===== config.mk =====
export PLATFORM = sky130hd
export DESIGN_NAME = bfp_issue_flat
export DESIGN_NICKNAME = d
export VERILOG_FILES = /design/src/rtl/bfp_pkg.sv /design/src/rtl/bfp_if.sv /design/src/rtl/bfp_issue.sv /design/src/flat_wrapper.sv
export SDC_FILE = /design/constraint.sdc
export NUM_CORES = 1
export LEC_CHECK = 0
export BUFFER_PORTS_ARGS = -buffer_cell sky130_fd_sc_hd__buf_2
export CAP_MARGIN = 40
export CORE_MARGIN = 1
export CORE_UTILIZATION = 48
export CTS_CLUSTER_SIZE = 14
export DETAILED_ROUTE_END_ITERATION = 16
export PLACE_DENSITY = 0.74
export SKIP_CTS_REPAIR_TIMING = 1
export SLEW_MARGIN = 20
export SYNTH_ARGS = -nofsm -noshare
export SYNTH_HDL_FRONTEND = slang
export SYNTH_SLANG_ARGS = --single-unit

===== constraint.sdc =====
create_clock -name clk_i -period 5.28 [get_ports clk_i]
set_clock_uncertainty 0.1 [all_clocks]
set_input_delay 0.264 -clock clk_i [delete_from_list [all_inputs] [get_ports clk_i]]
set_output_delay 0.264 -clock clk_i [all_outputs]
set_load 0.03 [all_outputs]

===== src/rtl/bfp_pkg.sv =====
// shared types and constants for the bit field pack/unpack block
package bfp_pkg;

  localparam int unsigned OP_W     = 3;
  localparam int unsigned COUNT_W  = 6;
  localparam int unsigned VALUE_W  = 32;
  localparam int unsigned INDEX_W  = 16;
  localparam int unsigned CURSOR_W = 16;
  localparam int unsigned LIMIT_W  = 16;
  localparam int unsigned CFG_IDX_W = 1;
  localparam int unsigned WORD_W   = 32;
  localparam int unsigned OFF_W    = 5;

  localparam logic [CFG_IDX_W-1:0] REG_WRITE_LIMIT = 1'b0;
  localparam logic [CFG_IDX_W-1:0] REG_READ_LIMIT  = 1'b1;

  localparam logic [LIMIT_W-1:0] LIMIT_RESET = 16'd32768;

  typedef enum logic [OP_W-1:0] {
    OP_WR_FIELD = 3'd0,
    OP_RD_FIELD = 3'd1,
    OP_WR_FLAG  = 3'd2,
    OP_RD_FLAG  = 3'd3,
    OP_SET_BIT  = 3'd4,
    OP_TEST_BIT = 3'd5,
    OP_SEEK     = 3'd6
  } op_e;

  typedef struct packed {
    logic                access;
    logic                wr;
    logic                rd_field;
    logic                rd_flag;
    logic                flag_w;
    logic                ok;
    logic                err;
    logic [CURSOR_W-1:0] cursor;
    logic [OFF_W-1:0]    off;
    logic [WORD_W-1:0]   mask;
    logic [WORD_W-1:0]   data;
    logic                sel_odd;
  } cmd_t;

endpackage


===== src/rtl/bfp_if.sv =====
// channel interfaces: input items, result items, register writes
interface bfp_in_if;
  logic                          valid;
  logic                          ready;
  logic [bfp_pkg::OP_W-1:0]      operation;
  logic [bfp_pkg::COUNT_W-1:0]   bit_count;
  logic [bfp_pkg::VALUE_W-1:0]   write_value;
  logic [bfp_pkg::INDEX_W-1:0]   bit_index;
  modport source (output valid, operation, bit_count, write_value, bit_index, input ready);
  modport sink   (input valid, operation, bit_count, write_value, bit_index, output ready);
endinterface


interface bfp_cfg_if;
  logic                          valid;
  logic                          ready;
  logic [bfp_pkg::CFG_IDX_W-1:0] index;
  logic [bfp_pkg::LIMIT_W-1:0]   data;
  modport source (output valid, index, data, input ready);
  modport sink   (input valid, index, data, output ready);
endinterface


===== src/rtl/bfp_issue.sv =====
// front stage: limit checks, cursor and error update, memory read issue
module bfp_issue #(
  parameter int unsigned BUF_BYTES      = 4096,
  parameter int unsigned MAX_FIELD_BITS = 32
) (
  input  logic                   clk_i,
  input  logic                   rst_ni,
  bfp_in_if.sink                 in_i,
  bfp_cfg_if.sink                cfg_i,
  input  logic                   take_ok_i,
  output logic                   accept_o,
  output bfp_pkg::cmd_t          cmd_o,
  output logic [(BUF_BYTES > 15 ? $clog2((BUF_BYTES + 7) / 8) : 1)-1:0] addr0_o,
  output logic [(BUF_BYTES > 15 ? $clog2((BUF_BYTES + 7) / 8) : 1)-1:0] addr1_o
);
  localparam int unsigned STORE_BITS = BUF_BYTES * 8;
  localparam int unsigned BANK_DEPTH = (BUF_BYTES + 7) / 8;
  localparam int unsigned AW = BANK_DEPTH > 1 ? $clog2(BANK_DEPTH) : 1;
  localparam int unsigned PW = AW + 6;
  localparam int unsigned CW = $clog2(STORE_BITS + 1);
  localparam int unsigned EW = (CW > 16 ? CW : 16) + 1;
  localparam int unsigned EMAX = MAX_FIELD_BITS < 32 ? MAX_FIELD_BITS : 32;

  logic [CW-1:0] cur_q, cur_d;
  logic          err_q, err_d;
  logic [bfp_pkg::LIMIT_W-1:0] wlim_q, rlim_q;

  logic [EW-1:0] store_e, wlim_e, rlim_e, cur_e, cnt_e, idx_e, sum_e, lim_e, pos_e, new_cur_e;
  logic [bfp_pkg::COUNT_W-1:0] n;
  logic [32:0]   mfull;
  logic [31:0]   m32;
  logic          acc, wr, rdf, rdfl, flag_w, ok, fail, use_idx;
  logic [PW-1:0] pos;
  bfp_pkg::op_e  op;

  assign op      = bfp_pkg::op_e'(in_i.operation);
  assign store_e = EW'(STORE_BITS);
  assign wlim_e  = ({1'b0, wlim_q} > store_e[16:0]) && (EW > 17 ? 1'b0 : 1'b1) ? store_e
                 : (EW'(wlim_q) > store_e ? store_e : EW'(wlim_q));
  assign rlim_e  = EW'(rlim_q) > store_e ? store_e : EW'(rlim_q);
  assign cur_e   = EW'(cur_q);
  assign cnt_e   = EW'(in_i.bit_count);
  assign idx_e   = EW'(in_i.bit_index);
  assign sum_e   = cur_e + cnt_e;
  assign lim_e   = (op == bfp_pkg::OP_WR_FIELD) ? wlim_e : rlim_e;

  always_comb begin
    acc     = 1'b0;
    wr      = 1'b0;
    rdf     = 1'b0;
    rdfl    = 1'b0;
    flag_w  = 1'b0;
    ok      = 1'b0;
    fail    = 1'b0;
    use_idx = 1'b0;
    n       = bfp_pkg::COUNT_W'(1);
    new_cur_e = cur_e;
    unique case (op)
      bfp_pkg::OP_WR_FIELD, bfp_pkg::OP_RD_FIELD: begin
        n = in_i.bit_count;
        if (in_i.bit_count > bfp_pkg::COUNT_W'(EMAX)) begin
          fail = 1'b1;
        end else if (in_i.bit_count == '0) begin
          ok = 1'b1;
        end else if (sum_e > lim_e) begin
          fail = 1'b1;
        end else begin
          acc = 1'b1;
          ok  = 1'b1;
          wr  = (op == bfp_pkg::OP_WR_FIELD);
          rdf = (op == bfp_pkg::OP_RD_FIELD);
          new_cur_e = sum_e;
        end
      end
      bfp_pkg::OP_WR_FLAG: begin
        if (cur_e + EW'(1) > wlim_e) begin
          fail = 1'b1;
        end else begin
          acc = 1'b1;
          wr  = 1'b1;
          ok  = 1'b1;
          flag_w = in_i.write_value[0];
          new_cur_e = cur_e + EW'(1);
        end
      end
      bfp_pkg::OP_RD_FLAG: begin
        if (cur_e >= rlim_e) begin
          fail = 1'b1;
        end else begin
          acc  = 1'b1;
          rdfl = 1'b1;
          ok   = 1'b1;
          new_cur_e = cur_e + EW'(1);
        end
      end
      bfp_pkg::OP_SET_BIT: begin
        use_idx = 1'b1;
        if (idx_e >= wlim_e) begin
          fail = 1'b1;
        end else begin
          acc = 1'b1;
          wr  = 1'b1;
          ok  = 1'b1;
        end
      end
      bfp_pkg::OP_TEST_BIT: begin
        use_idx = 1'b1;
        if (idx_e >= rlim_e) begin
          fail = 1'b1;
        end else begin
          acc  = 1'b1;
          rdfl = 1'b1;
          ok   = 1'b1;
        end
      end
      bfp_pkg::OP_SEEK: begin
        if (idx_e > store_e) begin
          fail = 1'b1;
        end else begin
          ok = 1'b1;
          new_cur_e = idx_e;
        end
      end
      default: begin
      end
    endcase
  end

  assign pos_e = use_idx ? idx_e : cur_e;
  assign pos   = pos_e[PW-1:0];
  assign mfull = (33'd1 << n) - 33'd1;
  assign m32   = mfull[31:0];

  assign accept_o = in_i.valid && take_ok_i;
  assign in_i.ready = take_ok_i;
  assign cfg_i.ready = 1'b1;

  assign cur_d = accept_o ? new_cur_e[CW-1:0] : cur_q;
  assign err_d = err_q || (accept_o && fail);

  always_comb begin
    cmd_o          = '0;
    cmd_o.access   = acc;
    cmd_o.wr       = wr;
    cmd_o.rd_field = rdf;
    cmd_o.rd_flag  = rdfl;
    cmd_o.flag_w   = flag_w;
    cmd_o.ok       = ok;
    cmd_o.err      = err_q || fail;
    cmd_o.cursor   = new_cur_e[bfp_pkg::CURSOR_W-1:0];
    cmd_o.off      = pos[4:0];
    cmd_o.mask     = m32;
    cmd_o.data     = (op == bfp_pkg::OP_WR_FIELD) ? (in_i.write_value & m32)
                                                  : {31'b0, in_i.write_value[0]};
    cmd_o.sel_odd  = pos[5];
  end

  assign addr1_o = pos[PW-1:6];
  assign addr0_o = pos[PW-1:6] + AW'(pos[5]);

  always_ff @(posedge clk_i or negedge rst_ni) begin
    if (!rst_ni) begin
      cur_q  <= '0;
      err_q  <= 1'b0;
      wlim_q <= bfp_pkg::LIMIT_RESET;
      rlim_q <= bfp_pkg::LIMIT_RESET;
    end else begin
      cur_q <= cur_d;
      err_q <= err_d;
      if (cfg_i.valid) begin
        unique case (cfg_i.index)
          bfp_pkg::REG_WRITE_LIMIT: wlim_q <= cfg_i.data;
          bfp_pkg::REG_READ_LIMIT:  rlim_q <= cfg_i.data;
          default: begin
          end
        endcase
      end
    end
  end
endmodule


===== src/flat_wrapper.sv =====
// flat-port wrapper written by rule: the top's interface ports become plain ports
module bfp_issue_flat 
#(
  parameter int unsigned BUF_BYTES      = 4096,
  parameter int unsigned MAX_FIELD_BITS = 32
)
  (clk_i, rst_ni, take_ok_i, accept_o, cmd_o, addr0_o, addr1_o, in_i_valid, in_i_operation, in_i_bit_count, in_i_write_value, in_i_bit_index, in_i_ready, cfg_i_valid, cfg_i_index, cfg_i_data, cfg_i_ready);
  bfp_in_if in_i_i ();
  bfp_cfg_if cfg_i_i ();
  input  logic clk_i;
  input  logic rst_ni;
  input  logic take_ok_i;
  output logic accept_o;
  output bfp_pkg::cmd_t cmd_o;
  output logic [(BUF_BYTES > 15 ? $clog2((BUF_BYTES + 7) / 8) : 1)-1:0] addr0_o;
  output logic [(BUF_BYTES > 15 ? $clog2((BUF_BYTES + 7) / 8) : 1)-1:0] addr1_o;
  input wire logic [$bits(in_i_i.valid)-1:0] in_i_valid;
  input wire logic [$bits(in_i_i.operation)-1:0] in_i_operation;
  input wire logic [$bits(in_i_i.bit_count)-1:0] in_i_bit_count;
  input wire logic [$bits(in_i_i.write_value)-1:0] in_i_write_value;
  input wire logic [$bits(in_i_i.bit_index)-1:0] in_i_bit_index;
  output wire logic [$bits(in_i_i.ready)-1:0] in_i_ready;
  input wire logic [$bits(cfg_i_i.valid)-1:0] cfg_i_valid;
  input wire logic [$bits(cfg_i_i.index)-1:0] cfg_i_index;
  input wire logic [$bits(cfg_i_i.data)-1:0] cfg_i_data;
  output wire logic [$bits(cfg_i_i.ready)-1:0] cfg_i_ready;
  assign in_i_i.valid = in_i_valid;
  assign in_i_i.operation = in_i_operation;
  assign in_i_i.bit_count = in_i_bit_count;
  assign in_i_i.write_value = in_i_write_value;
  assign in_i_i.bit_index = in_i_bit_index;
  assign in_i_ready = in_i_i.ready;
  assign cfg_i_i.valid = cfg_i_valid;
  assign cfg_i_i.index = cfg_i_index;
  assign cfg_i_i.data = cfg_i_data;
  assign cfg_i_ready = cfg_i_i.ready;
  bfp_issue #(.BUF_BYTES(BUF_BYTES), .MAX_FIELD_BITS(MAX_FIELD_BITS)) u_core (.clk_i(clk_i), .rst_ni(rst_ni), .in_i(in_i_i), .cfg_i(cfg_i_i), .take_ok_i(take_ok_i), .accept_o(accept_o), .cmd_o(cmd_o), .addr0_o(addr0_o), .addr1_o(addr1_o));
endmodule

==> flow_summary.json, run 1 <==
{
  "rows": 43,
  "dieArea_um2": 14900,
  "nets": 1241,
  "hold_path.class": "primary input to async pin",
  "insertion_delay_ns": 0.30,
  "worstMarginPinSlew_ns": 0.734,
  "die_x_um": 122,
  "synth_flop_cell": "dfrtp_1",
  "n_fill_cell": 1336,
  "wire_per_inst_um": 19.7,
  "max_freq_mhz": 197,
  "start_kind": "register",
  "vias_per_cell": 6.23,
  "antenna_found_initial": 0,
  "clock_path_buffers": 2,
  "io_pins": 193,
  "numCtsBuffers": 5,
  "yosys_warnings": 0,
  "clkTransAtPathRegs_ns": 0.08,
  "status": "finished with violations",
  "grt.met2_usage": 0.555,
  "ff_latch_area_um2": 1230,
  "firstDrtPassIters": 6,
  "grt_usage": 0.329,
  "ys_seq_area_frac": 0.178,
  "crit_buf_inv": 2,
  "syn-cell-area_um2": 6920,
  "root_buffer": "clkbuf_16",
  "period_minus_slack_ns": 5.08,
  "cp_data_arrival_time_ns": 4.71,
  "critPathMaxStageDelay_ns": 0.48,
  "p_leak_nw": 4.03,
  "synthDistinctLibCells": 72,
  "hold_viol_final": 33,
  "antennaDiodeCount": 0,
  "violations": "hold timing",
  "gp_congestion": 1.01,
  "busiest_layer": "met2",
  "min_period_over_period": 0.962,
  "critical_path_class": "register to primary output",
  "final_layout_size_suffix_gt1_frac": 0.288,
  "grt_pass1_vias": 7154,
  "grtUsageMet3": 0.0651,
  "path_delay_family": "compound AO/OA/AOI/OAI gates",
  "synth_fp_nets": 1061,
  "initial_utilization": 0.495,
  "synth-seq-cells": 49,
  "whs_ns": -0.0166,
  "drt_iter0_drc": 892,
  "syn_to_final_growth_pct": 20.4,
  "cts_tree": "done",
  "vias": 7802,
  "cts_htree_levels": 2,
  "ant_nets": 0,
  "end_kind": "primary output",
  "wirelength_mm": 24.6,
  "peakVddDrop_mv": 0.306,
  "globalRouteMet1Util": 0.427,
  "cap_violations": 0,
  "path_max_fanout": 7,
  "synth_edf_count": 0,
  "critPathSlowestCell": "dfrtp_2",
  "multi_input_area_um2": 5350,
  "slew_violations": 0,
  "dp_hpwl_mm": 19.9,
  "maxSlewHeadroom": 0.511,
  "async_flop_share": 1.00,
  "fin_setup_tns_ns": 0,
  "cts_sinks": 49,
  "path_cells": "ha_1 -> fa_1 -> a211o_1 -> o211ai_1 -> a21oi_2 -> nand2_1 -> xnor2_1 -> ha_1 -> a211oi_1 -> o21bai_1 -> a21o_1 -> a221oi_2 -> o211a_1 -> a221o_1 -> nor3_1 -> a211oi_1 -> buf_4 -> buf_2",
  "core_area_um2": 14000,
  "p_per_area_nw_per_um2": 356,
  "overflow": 0,
  "synth.avg_cell_area_um2": 7.77,
  "synthCells": 891,
  "port_buffers": 191,
  "grt_pass1_wl_mm": 37.7,
  "drc_errors": 0,
  "grt_max_degree": 50,
  "crit_required_ns": 4.92,
  "die_h_um": 122,
  "finalSetupViolCount": 0
}
-- flip-flops by register name, indices dropped and copies added (netlist names) --
name           cells
u_core.err_q       1
u_core.cur_q      16
u_core.rlim_q     16
u_core.wlim_q     16
-- cell usage after synthesis (all sizes together) (13+ instances only) --
cell type	number	area, µm²
xnor2	33	289
ha	90	1130
nand2	112	420
nand3	23	115
buf	23	161
o21ai	52	260
nor3	25	125
nor4	16	100
nand4	17	106
a31oi	19	119
mux2	41	462
dfrtp	47	1180
a21oi	52	260
and3	39	244
clkbuf	33	125
a221o	13	133
a211oi	14	115
nor2	64	250
nor2b	13	81.3
inv	27	101
-- worst reg2reg max path, cell delays in order (launching register included) --
cell	delay (ns)
dfrtp_2	0.47
ha_1	0.22
nand3_1	0.20
buf_4	0.22
nor3_1	0.48
xnor2_1	0.26
ha_1	0.37
nand2_1	0.07
nor3_1	0.32
o311a_1	0.28
o31ai_2	0.08
a22oi_1	0.21
buf_4	0.22
o211a_1	0.23
buf_4	0.23
nor2_1	0.14
a221oi_1	0.32
-- power by group --
group / internal (mW) / switching [mW]
Combinational: 0.757 / 1.25
Sequential: 0.449 / 0.125
Clock: 0.226 / 0.157
-- metal layers --
metal | vias to the layer above | wire [µm]
li1 | 3685 | -
met1 | 3631 | 10200
met2 | 439 | 11400
met5 | - | 0
met3 | 47 | 2520
met4 | 0 | 539
-- metrics by stage --
step	instance area [µm²]	total power, mW	utilization	setup WS (ns)	std cells
CTS	8260	2.90	0.591	-0.0357	1248
global placement	8090	2.48	0.578	0.421	1239
detailed placement	8090	2.51	0.579	0.310	1240
global route	8330	3.17	0.595	-0.000736	1252
floorplan	6920	1.93	-	0.668	891
finish	8330	2.96	0.595	0.201	1252
-- cell usage in the layout (no fill, tap or decap), types with 4 or more instances in the layout --
cell type,instances
nand3_1,23
and2_1,8
clkbuf_16,5
o31ai_2,5
a221o_1,11
buf_4,37
and3_1,39
nand2b_1,8
a211oi_1,11
xor2_1,8
nor2b_1,13
inv_1,27
mux2_2,41
mux2i_1,7
o31ai_1,4
buf_2,191
o21ai_1,5
or2_2,5
o21ai_0,47
xnor2_1,33
or3_1,5
ha_1,90
nand2_1,112
a22oi_1,6
o22ai_1,5
o21a_1,7
and4_1,4
nor3_1,24
a21o_1,11
dfrtp_2,5
o2111ai_1,4
nand4_1,17
a21oi_1,50
a31oi_1,19
nor4_1,15
o211ai_1,11
dfrtp_1,42
nor2_1,61
-- area by class of cell --
cell class	count	area share
inverter	27	0.0122
clock buffer	6	0.0155
tap	180	0.0270
clock inverter	2	0.00466
multi-input combinational	759	0.642
sequential	49	0.148
timing repair buffer	229	0.151
-- cells by family (layout without fill, tap and decap cells) --
family | after synthesis | in the layout | share of synthesized area
compound gates | 231 | 231 | 0.225
xor+xnor | 41 | 41 | 0.0519
fa+ha+maj | 92 | 92 | 0.167
buf+inv | 83 | 264 | 0.0561
flops | 49 | 49 | 0.178
mux | 48 | 48 | 0.0769
other cells | 1 | 1 | 0.000542
simple gates | 346 | 346 | 0.245
-- path summary, 6_finish.rpt --
kind,start,to,slack (ns),depth (start not counted)
hold reg to reg,u_core.rlim_q[8],u_core.rlim_q[8],0.44,1
setup reg to reg,u_core.cur_q[1],u_core.cur_q[0],0.74,16
hold / removal,rst_ni,u_core.wlim_q[14],-0.02,2
setup / recovery,u_core.cur_q[0],cmd_o[70],0.20,18
max in group asynchronous,rst_ni,u_core.cur_q[0],4.62,2
min in group clk_i,cfg_i_data[15],u_core.wlim_q[15],0.09,3
(Power assumes the default switching activity.)
==> run 2, diff against run 1 <==
Settings changed: PLACE_DENSITY 0.74 to 0.7.
==> run 2 against run 1 <==
The run still ends with hold timing left; maximum frequency is 0.94% higher; largest cell class unchanged; critical endpoint is now cmd_o[75]; cell count is 0.16% higher; sequential share of layout area is 0.072 points lower; total power is 0.78% higher.
==> flow_summary.json, run 2 (synthesized netlist as in run 1, its figures left out) <==
{
  "grt_pass1_wl_mm": 39.0,
  "ant_nets": 0,
  "rsz0062_at_grt": "no",
  "cts_htree_levels": 2,
  "grt_pass1_vias": 7268,
  "final_layout_size_suffix_gt1_frac": 0.286,
  "antenna_found_initial": 0,
  "firstDrtPassIters": 5,
  "slew_violations": 0,
  "clkTransAtPathRegs_ns": 0.09,
  "p_per_area_nw_per_um2": 357,
  "syn_to_final_growth_pct": 20.7,
  "maxSlewHeadroom": 0.485,
  "layout_commonest_cell": "buf_2",
  "root_buffer": "clkbuf_16",
  "core_area_um2": 14000,
  "wire_per_inst_um": 20.0,
  "cp_data_arrival_time_ns": 4.67,
  "nets": 1243,
  "io_pins": 193,
  "path_max_fanout": 16,
  "drc_errors": 0,
  "n_fill_cell": 1356,
  "hold_viol_final": 47,
  "start_kind": "register",
  "worstMarginPinSlew_ns": 0.773,
  "post-route-util": 0.597,
  "whs_ns": -0.0494,
  "gp_congestion": 0.970,
  "cts_tree": "done",
  "overflow": 0,
  "insertion_delay_ns": 0.32,
  "dp_hpwl_mm": 20.4,
  "p_leak_nw": 4.05,
  "clock_path_buffers": 2,
  "cts_sinks": 49,
  "antennaDiodeCount": 0,
  "vias_per_cell": 6.21,
  "cap_violations": 0,
  "die_h_um": 122,
  "numCtsBuffers": 5,
  "drt_iter0_drc": 873,
  "max_freq_mhz": 199,
  "grt_usage": 0.342,
  "largestRegisters": "u_core.cur_q (16), u_core.rlim_q (16), u_core.wlim_q (16)",
  "violations": "hold timing",
  "peakVddDrop_mv": 0.272,
  "min_period_over_period": 0.953,
  "hold_path.class": "primary input to async pin",
  "layout_common_cells": "buf_2 (191), nand2_1 (112), ha_1 (90), nor2_1 (61), a21oi_1 (51)",
  "die_x_um": 122,
  "dieArea_um2": 14900,
  "rows": 43,
  "end_kind": "primary output",
  "vias": 7789,
  "period_minus_slack_ns": 5.03,
  "ff_latch_area_um2": 1230,
  "initial_utilization": 0.495,
  "fin_setup_tns_ns": 0,
  "status": "finished with violations",
  "multi_input_area_um2": 5330,
  "port_buffers": 191,
  "critical_path_class": "register to primary output",
  "wirelength_mm": 25.1,
  "finalSetupViolCount": 0,
  "grt_max_degree": 50,
  "crit_required_ns": 4.92
}
run 2: cell types whose count changed in the layout (fill, tap and decap cells not counted), moves of 2 or more:
cell / previous run / this run
dfrtp_1: 42 / 44
o21ai_1: 5 / 3
dfrtp_2: 5 / 3
o21ai_0: 47 / 49
run 2: final timing paths:
kind,startpoint,end,slack (ns),cells past startpoint
worst max-delay path,u_core.cur_q[4],cmd_o[75],0.25,17
worst max register to register,u_core.cur_q[4],u_core.cur_q[0],0.72,17
worst min-delay path,rst_ni,u_core.wlim_q[12],-0.05,2
min in group clk_i,cfg_i_data[14],u_core.rlim_q[14],0.08,2
worst min register to register,u_core.rlim_q[8],u_core.rlim_q[8],0.44,1
max in group asynchronous,rst_ni,u_core.cur_q[4],4.64,2
run 2: metrics by stage:
| stage | cells | setup WS [ns] | power (mW) | instance area [µm²] |
|---|---|---|---|---|
| floorplan | 891 | 0.668 | 1.93 | 6920 |
| detailed placement | 1245 | 0.417 | 2.53 | 8150 |
| global placement | 1242 | 0.510 | 2.51 | 8120 |
| CTS | 1253 | 0.0632 | 2.94 | 8330 |
| finish | 1254 | 0.249 | 2.99 | 8350 |
| global route | 1254 | 0.0110 | 3.19 | 8350 |
run 2: power by group:
group	internal [mW]	total, mW	switching (mW)
clock network	0.229	0.408	0.179
logic	0.764	2.01	1.24
registers	0.448	0.572	0.124
total	1.44	2.99	1.55
run 2: final cells by class:
cell class                 instances  share of cell area
tap                              180              0.0270
clock buffer                       5              0.0150
timing repair buffer             231               0.154
multi-input combinational        759               0.638
clock inverter                     3             0.00599
inverter                          27              0.0121
sequential                        49               0.148
run 2: layer usage:
metal,wire [µm],track usage
met2,11800,0.581
met4,622,0.107
met1,10500,0.442
met5,0,0
met3,2260,0.0520
run 2: worst max-delay path, cell delays in order, from the launching register on:
cell and delay [ns]:
dfrtp_2 0.49, and3_1 0.27, nand4_1 0.17, nor3_1 0.23, buf_4 0.17, nand3_1 0.12
o21ai_0 0.19, nand2_1 0.18, ha_1 0.26, a2111oi_0 0.41, o21ai_0 0.20, o31ai_2 0.30
a22oi_1 0.15, buf_4 0.19, o211a_1 0.30, buf_12 0.18, o32a_1 0.34, buf_2 0.18
